--- src/nvr_pkg.sv ---
`default_nettype none
package nvr_pkg;

   // Register indexes of the configuration port.
   localparam logic [2:0] REG_ORIGIN_X = 3'd0;
   localparam logic [2:0] REG_ORIGIN_Y = 3'd1;
   localparam logic [2:0] REG_ORIGIN_Z = 3'd2;
   localparam logic [2:0] REG_DIR_X    = 3'd3;
   localparam logic [2:0] REG_DIR_Y    = 3'd4;
   localparam logic [2:0] REG_DIR_Z    = 3'd5;
   localparam logic [2:0] REG_THRESH   = 3'd6;

   localparam int unsigned MaxPoints = 1024;
   localparam int unsigned CntWidth  = $clog2(MaxPoints + 1);
   localparam int unsigned IdxWidth  = 10;

   // Datapath steps, in order.
   typedef enum logic [5:0] {
      ST_IDLE  = 6'b000001,
      ST_DOT   = 6'b000010,
      ST_ROUND = 6'b000100,
      ST_PROJ  = 6'b001000,
      ST_SQ    = 6'b010000,
      ST_OUT   = 6'b100000
   } state_type;

   // Commands from the controller to the datapath.
   typedef struct packed {
      logic load;
      logic dot;
      logic round;
      logic proj;
      logic square;
      logic finish;
      logic rsp_take;
   } cmd_type;

   // Status from the datapath to the controller.
   typedef struct packed {
      logic last;
      logic rsp_valid;
   } status_type;

endpackage
`default_nettype wire

--- src/nvr_control.sv ---
`default_nettype none
module nvr_control (
   input  wire logic                clock,
   input  wire logic                reset,
   input  wire logic                req_valid,
   output logic                     req_stall,
   input  wire logic                rsp_stall,
   input  wire nvr_pkg::status_type status,
   output nvr_pkg::cmd_type         cmd
);

   nvr_pkg::state_type state_ff, state_in;

   // An item is only taken in the idle state and when no result could be blocked behind it.
   assign req_stall = !state_ff[0] || (status.rsp_valid && rsp_stall);

   always_comb begin
      state_in = state_ff;
      case (state_ff)
         nvr_pkg::ST_IDLE:  if (req_valid && !req_stall) state_in = nvr_pkg::ST_DOT;
         nvr_pkg::ST_DOT:   state_in = nvr_pkg::ST_ROUND;
         nvr_pkg::ST_ROUND: state_in = nvr_pkg::ST_PROJ;
         nvr_pkg::ST_PROJ:  state_in = nvr_pkg::ST_SQ;
         nvr_pkg::ST_SQ:    state_in = nvr_pkg::ST_OUT;
         nvr_pkg::ST_OUT:   state_in = nvr_pkg::ST_IDLE;
         default:           state_in = nvr_pkg::ST_IDLE;
      endcase
   end

   always_ff @(posedge clock) begin
      if (reset) begin
         state_ff <= nvr_pkg::ST_IDLE;
      end else begin
         state_ff <= state_in;
      end
   end

   // Commands follow the state directly.
   always_comb begin
      cmd.load     = state_ff == nvr_pkg::ST_IDLE && req_valid && !req_stall;
      cmd.dot      = state_ff == nvr_pkg::ST_DOT;
      cmd.round    = state_ff == nvr_pkg::ST_ROUND;
      cmd.proj     = state_ff == nvr_pkg::ST_PROJ;
      cmd.square   = state_ff == nvr_pkg::ST_SQ;
      cmd.finish   = state_ff == nvr_pkg::ST_OUT;
      cmd.rsp_take = status.rsp_valid && !rsp_stall;
   end

endmodule
`default_nettype wire

--- config.mk ---
export PLATFORM = sky130hd
export DESIGN_NAME = nvr_control
export DESIGN_NICKNAME = d
export VERILOG_FILES = /design/src/nvr_pkg.sv /design/src/nvr_control.sv
export SDC_FILE = /design/constraint.sdc
export NUM_CORES = 1
export LEC_CHECK = 0
export ABC_AREA = 1
export BUFFER_PORTS_ARGS = -buffer_cell sky130_fd_sc_hd__buf_2
export CORE_UTILIZATION = 25
export DETAILED_ROUTE_END_ITERATION = 12
export PLACE_DENSITY_LB_ADDON = 0.3
export SYNTH_ARGS = -nofsm -noshare
export SYNTH_HDL_FRONTEND = slang
export SYNTH_SLANG_ARGS = --single-unit
--- constraint.sdc ---
create_clock -name clock -period 1.2 [get_ports clock]
set_input_delay 0.18 -clock clock [delete_from_list [all_inputs] [get_ports clock]]
set_output_delay 0.18 -clock clock [all_outputs]
set_load 0.03 [all_outputs]
# --- Word level (Yosys, flattened, before mapping) ---
# Cells that the tools add are included.
totals:
  ff_bits: 6
  inputBits: 6
  output_inout_bits: 8
  elab_cells: 19
op_classes:
  eq_ne: 7
  mux: 2
  reduce_logical: 9
ops:
  columns: ["operator", "n"]
  rows:
  - ["$pmux W6 S5", 1]
  - ["$eq A6 B1 Y1 const B", 1]
  - ["$eq A6 B2 Y1 const B", 1]
  - ["$eq A6 B3 Y1 const B", 1]
  - ["$eq A6 B4 Y1 const B", 1]
  - ["$eq A6 B5 Y1 const B", 1]
  - ["$eq A6 B6 Y1 const B", 1]
  - ["$mux W6", 1]
  - ["$logic_and A1 B1 Y1", 5]
  - ["$logic_not A1 Y1", 3]
  - ["$ne A2 B2 Y1 const B", 1]
  - ["$logic_or A1 B1 Y1", 1]

# --- Depth between registers and ports, before layout ---
# Gate-level depths: netlist of run 1.
logic_depth:
  depth_word: 6
  mapped_depth: 7
  ltp_nobuf: 7

# --- Worst setup path before layout of run 1 ---
# No wires, ideal clock.
synth_path:
  path_type: "reg-to-output"
  from: "register state_ff[0]"
  to: "output cmd[6] (netlist bit)"
  arrival_time_ns: 1.283
  required_ns: 1.020
  path_slack_ns: -0.263
  path_stages_with_launch: 5
  path_buffers: 0
  cell_sequence: "dfxtp_1 -> nand2_1 -> nor2_1 -> nor2_4 -> nor2_1"
synth_rtl:
  columns: ["element", "line", "rtl"]
  rows:
  - ["start: declaration", "nvr_control.sv:12", "nvr_pkg::state_type state_ff, state_in;"]
  - ["start signal: assignment", "nvr_control.sv:32", "state_ff <= nvr_pkg::ST_IDLE;"]
  - ["start signal: assignment", "nvr_control.sv:34", "state_ff <= state_in;"]
  - ["end: declaration", "nvr_control.sv:9", "output nvr_pkg::cmd_type cmd"]

==> results of run 1 <==
## timing repair
| item | CTS | global route |
|---|---|---|
| gates resized for setup | 11 | 9 |
| pin swaps | 4 | 1 |
| buffers inserted | 0 | 2 |
| cloned | 0 | 0 |
| setup endpoints to repair | 6 | 6 |
## area by class of cell
| type | count | area [um2] |
|---|---|---|
| Fill cell | 132 | 654 |
| Multi-Input combinational cell | 34 | 203 |
| Sequential cell | 6 | 131 |
| Timing Repair Buffer | 15 | 105 |
| Inverter | 10 | 37.5 |
| Clock buffer | 3 | 22.5 |
| Tap cell | 14 | 17.5 |
## Yosys cell counts, drive strengths merged
| library cell | count | area [um2] |
|---|---|---|
| nor3 | 3 | 20.0 |
| nand2 | 10 | 37.5 |
| nor2 | 16 | 90.1 |
| a21oi | 1 | 5.00 |
| clkinv | 1 | 3.75 |
| nand3 | 4 | 25.0 |
| dfxtp | 6 | 120 |
| inv | 9 | 33.8 |
## logic make-up after synthesis
group                  after synthesis  share of synthesized area, %
buffers and inverters               10                          11.2
flip-flops                           6                          35.8
AND/OR/NAND/NOR                     33                          51.5
AO/OA/AOI/OAI                        1                          1.49
## metal layers
layer	global-route usage, %	wire length [um]
met2	19.2	356
met1	12.0	327
met5	0	0
met3	6.94	41
met4	7.76	15
## final timing paths
| path | from | endpoint | slack [ns] | cells after the start |
|---|---|---|---|---|
| setup reg to reg | state_ff[1] | state_ff[1] | 0.16 | 7 |
| hold / removal | reset | state_ff[1] | 0.19 | 2 |
| hold reg to reg | state_ff[2] | state_ff[3] | 0.53 | 2 |
| setup / recovery | state_ff[1] | cmd[6] | -0.15 | 7 |
## worst max-delay path, stage by stage (launching register included)
cell and delay, ns:
dfxtp_4 0.35, inv_2 0.05, nand2_2 0.05, inv_2 0.07, nand3_4 0.11, nor2_4 0.13
nor2_4 0.04, buf_6 0.13
## power by group
group	switching [mW]	internal [mW]
Combinational	0.424	0.352
Clock	0.0716	0.113
Sequential	0.0596	0.262
Total	0.555	0.727
==> results by group, run 1 <==
Status
  • Outcome: finished with violations
  • Failing checks: setup timing

Finish
  • Finished Layout Cells: 82
  • Final nets: between 70 and 80
  • Max reg flops: 6
  • Syn-to-layout area delta: 54.1%
  • Most frequent cells in the layout: nor2_1 (9), inv_1 (8), nand2_1 (8), buf_2 (6)
  • Top Registers: state_ff (6)
  • Post-route cell area: 517 um2
  • Largest reg by FF count: state_ff
  • Antenna diodes: 0
  • Final Util: 44.1%
  • Share of cells above drive strength 1: 52.9%
  • Most common cell after layout, fill and taps aside: nor2_1

Floorplanning
  • Die height: 38.6 um
  • Die area: approximately 0.0015 mm2
  • Die width: ~39 um
  • Num rows: 12
  • Starting density of the core: about 29%
  • IO Pins: 14
  • Core box area: ~0.0012 mm2

Drt
  • ANT nets after route: 0
  • Drt first-iter violations: 4
  • Detailed-route DRC error count: 0
  • Routed WL: about 740 um
  • Vias: ~340
  • Drt wl/cell: 9.04 um
  • Via/cell ratio: a little over 4
  • DR pass1 iterations: 2

Placement
  • Placed Area: ~430 um2
  • PortBufs: 12
  • GPL Wtd Cong: 0.690
  • Dpl hpwl: around 520 um
  • Worst slack at placement: -0.00401 ns
  • Cell total after placement: 77

Global route
  • Vias in the first global route: roughly 300
  • Global-route wire length before repair: between 1 and 1.5 mm
  • GRT Residual Overflow: 0
  • Gr usage total: roughly an eighth
  • Largest net degree at the start of global routing: 7
  • Initial antenna violation count: 0

Logic synthesis
  • Sequential fraction of the synthesis area: between 30% and 40%
  • Cell area after synthesis: 335 um2
  • Synthesis Warnings: 0
  • Count of different cell masters after synthesis: 12
  • Mapped Cells: 50
  • Synthesized area per cell: 6.71 um2
  • Synth Register Bits: 6
  • Mapped Nets: 56

CTS
  • CTS Buffer Depth: 2
  • # hold bufs at CTS: 0
  • Clock sink total: 6
  • CTS root buf: clkbuf_4
  • Num CTS Buffers: 3
  • Clk_lat worst skew: roughly 0.24 ns
  • H-tree Lvls: 1
  • Clk slew on worst S/H paths: approximately 0.04 ns
  • CTS tree: yes

Setup path
  • Critical path peak fanout: 3
  • Critical Path End Type: output pin
  • Startpoint class of the critical path: flip-flop
  • CP Data Arrival Time: 1.17 ns
  • Crit Path Class: reg2out
  • Worst path required time: about 1.0 ns

Timing
  • Setup TNS: -0.623 ns
  • Setup Skew: around 0.00064 ns
  • # setup viols final: 6
  • Max Slew Vio Count: 0
  • Max Fclk: between 0.7 and 0.8 GHz
  • Final worst slack: -0.151 ns
  • Final hold slack: about 0.19 ns
  • Worst-margin pin slew: a little under 0.2 ns
  • Tmin final: between 1 and 1.5 ns
  • RSZ-0062 raised after global routing: true
  • Period Utilization, post-route: 113%
  • Slew margin rel.: roughly 87%
  • Fin. Hold Viols: 0

Worst hold path
  • Hold Path Class: in2reg

Pwr
  • Pwr Total: 1.28 mW
  • VDD IR max: between 1 and 1.5 mV
  • P per Cell Area: about 2500 mW/mm2
  • Lkg Pwr: roughly 0.28 nW

Job
  • Max cap viols: 0
(Power assumes the default switching activity.)
==> inputs of run 2 (changes only) <==
--- a/config.mk
+++ b/config.mk
@@ -7,8 +7,11 @@
 export LEC_CHECK = 0
 export ABC_AREA = 1
 export BUFFER_PORTS_ARGS = -buffer_cell sky130_fd_sc_hd__buf_2
-export CORE_UTILIZATION = 25
+export CORE_AREA = 2 2 39 41
+export CTS_CLUSTER_SIZE = 24
 export DETAILED_ROUTE_END_ITERATION = 12
+export DIE_AREA = 0 0 41 43
+export MAX_ROUTING_LAYER = met4
 export PLACE_DENSITY_LB_ADDON = 0.3
 export SYNTH_ARGS = -nofsm -noshare
 export SYNTH_HDL_FRONTEND = slang
==> run 2 against run 1 <==
  * Clock power fell by 3%
  * The flow still finishes with violations (setup timing)
  * Critical path type unchanged
  * Combinational power fell by 4.4%
  * Hold slack improved by 0.010 ns
  * Non-clock buffer count did not move
  * Die area rose by 18%
  * Via count fell by 0.59%
  * Count of clock-buffer cells in the layout did not move
==> results by group, run 2 (synthesized netlist as in run 1, its figures left out) <==
Setup path
  • CP cell instances: nor2_4 -> nand3_4 -> nor2_4 -> nor2_4 -> buf_6
  • Worst path most repeated cell: nor2_4
  • Critical path peak fanout: 4 (+1)
  • Family with the most delay on the worst path: simple AND/OR/NAND/NOR gates
  • Reg-to-reg slack, setup: 0.15 ns (about the same)
  • FF-to-FF path depth: 8 (+1)
  • Critical path's slowest cell: dfxtp_2
  • Startpoint class of the critical path: flip-flop
  • Worst path bufs/invs: 1 (-2)
  • R2r startpoint: state_ff[1]
  • CP Data Arrival Time: 1.15 ns (-0.02 ns)
  • Crit Path Class: reg2out
  • Crit Reg-Reg Endpoint: state_ff[0]
  • Peak per-stage delay on the critical path: 0.33 ns (-0.02 ns)
  • Critical Path End Type: output pin
  • Worst path required time: 1.02 ns (about the same)

CTS
  • Clk slew on worst S/H paths: 0.05 ns (about the same)
  • Clk_lat worst skew: 0.23 ns (about the same)
  • # hold bufs at CTS: 0 (unchanged)
  • H-tree Lvls: 1 (unchanged)
  • Clock sink total: 6 (unchanged)
  • CTS tree: yes
  • CTS Buffer Depth: 2 (unchanged)
  • CTS root buf: clkbuf_4
  • Num CTS Buffers: 3 (unchanged)

Drt
  • Vias: 336 (-0.59%)
  • Highest routed layer: met3
  • WL met3: 8 um (-80%)
  • DR WL met2: 363 um (+2.0%)
  • Detailed-route DRC error count: 0 (unchanged)
  • Drt first-iter violations: 1 (-3)
  • Routed WL: 680 um (-8.2%)
  • Drt wl/cell: 8.10 um (-10%)
  • ANT nets after route: 0 (unchanged)
  • Wire length on met1: 307 um (-6.1%)
  • DR pass1 iterations: 4 (+2)
  • Via/cell ratio: 4.00 (-3.0%)

Finish
  • Final nets: 76 (unchanged)
  • Syn-to-layout area delta: 50.7%
  • Share of cells above drive strength 1: 50.0% (-2.9 points)
  • Final Util: 36.5% (-7.6 points)
  • Multi-input gate area: 198 um2 (-2.5%)
  • Post-route cell area: 505 um2 (-2.2%)
  • Most frequent cells in the layout: inv_1 (9), nor2_1 (9), nand2_1 (8), buf_4 (8), buf_2 (6)
  • Largest reg by FF count: state_ff
  • Register area: 126 um2 (-3.8%)
  • Fillers: 150 (+14%)
  • Finished Layout Cells: 84 (+2.4%)
  • Top Registers: state_ff (6)
  • Antenna diodes: 0 (unchanged)
  • Max reg flops: 6 (unchanged)

Timing
  • Setup Skew: 0.00111 ns (+0.000467 ns)
  • RSZ-0062 raised after global routing: true
  • Max Fclk: 0.751 GHz (+1.4%)
  • Final hold slack: 0.204 ns (+0.0101 ns)
  • Worst-margin pin slew: 0.193 ns (-0.00431 ns)
  • Tmin final: 1.33 ns (-0.0192 ns)
  • Slew margin rel.: 87.1% (+0.29 points)
  • Fin. Hold Viols: 0 (unchanged)
  • # setup viols final: 6 (unchanged)
  • Max Slew Vio Count: 0 (unchanged)
  • Period Utilization, post-route: 111% (-1.6 points)
  • Final worst slack: -0.132 ns (+0.0192 ns)
  • Setup TNS: -0.555 ns (+0.0677 ns)

Worst hold path
  • Hold Path Class: in2reg
  • Hold path start: reset
  • Worst hold path depth: 2 (unchanged)
  • Worst hold endpoint: state_ff[1]

Global route
  • Gr usage total: 9.16% (-3.0 points)
  • GRT Residual Overflow: 0 (unchanged)
  • Initial antenna violation count: 0 (unchanged)
  • Largest net degree at the start of global routing: 7 (unchanged)
  • Vias in the first global route: 316 (+5.7%)
  • Global-route wire length before repair: 1.13 mm (-1.2%)

Placement
  • Worst slack at placement: 0.00292 ns (+0.00693 ns)
  • Placed Area: 448 um2 (+4.1%)
  • Dpl hpwl: 554 um (+5.9%)
  • Cell total after placement: 81 (+5.2%)
  • GPL Wtd Cong: 0.622 (-9.8%)
  • PortBufs: 12 (unchanged)

Pwr
  • VDD IR max: 0.920 mV (-38%)
  • Lkg Pwr: 0.276 nW (-0.91%)
  • P per Cell Area: 2400 mW/mm2 (-3.3%)
  • Pwr Total: 1.21 mW (-5.4%)

Job
  • Max cap viols: 0 (unchanged)

Floorplanning
  • Starting density of the core: 24.2% (-4.4 points)
  • Core box area: 0.00138 mm2 (+18%)
  • IO Pins: 14 (unchanged)
  • Die area: 0.00176 mm2 (+18%)
  • Die height: 43 um (+11%)
  • Num rows: 14 (+2)
  • Die width: 41 um (+6.1%)

Status
  • Failing checks: setup timing
  • Outcome: finished with violations
## run 2: how the worst max path moves through the flow
stage / from / endpoint / slack, ns / cells past startpoint
3_5_place_dp: state_ff[0] / cmd[6] / 0.003 / 6
2_1_floorplan: state_ff[0] / state_ff[0] / 0.05 / 6
4_1_cts: state_ff[4] / cmd[6] / -0.16 / 5
3_3_place_gp: state_ff[0] / cmd[6] / 0.01 / 6
6_report: state_ff[2] / cmd[6] / -0.13 / 5
5_1_grt: state_ff[2] / cmd[6] / -0.19 / 5
## run 2: layout make-up
class	count	area share [%]
multi-input cells	34	39.1
inverters	10	7.43
repair buffers	15	20.0
well taps	16	3.96
flip-flops and latches	6	25.0
clock buffers	3	4.46
## run 2: what timing repair did
| action | in CTS | in global routing |
|---|---|---|
| gates resized for setup | 13 | 1 |
| endpoints found under the setup margin | 6 | 6 |
| pin swaps | 4 | 3 |
| endpoints found under the hold margin | 0 | 0 |
| buffers inserted | 0 | 0 |
## run 2: report_power, final
| part | internal [mW] | switching, mW | total, mW | leakage [nW] |
|---|---|---|---|---|
| Clock | 0.113 | 0.0662 | 0.179 | 0.0138 |
| Sequential | 0.248 | 0.0437 | 0.291 | 0.0504 |
| Combinational | 0.329 | 0.413 | 0.742 | 0.212 |
| Total | 0.690 | 0.522 | 1.21 | 0.276 |
## run 2: layer usage
metal,track usage [%],vias to the layer above
met5,-,-
met4,2.00,0
met3,1.57,0
met2,16.9,2
met1,9.32,146
li1,-,188
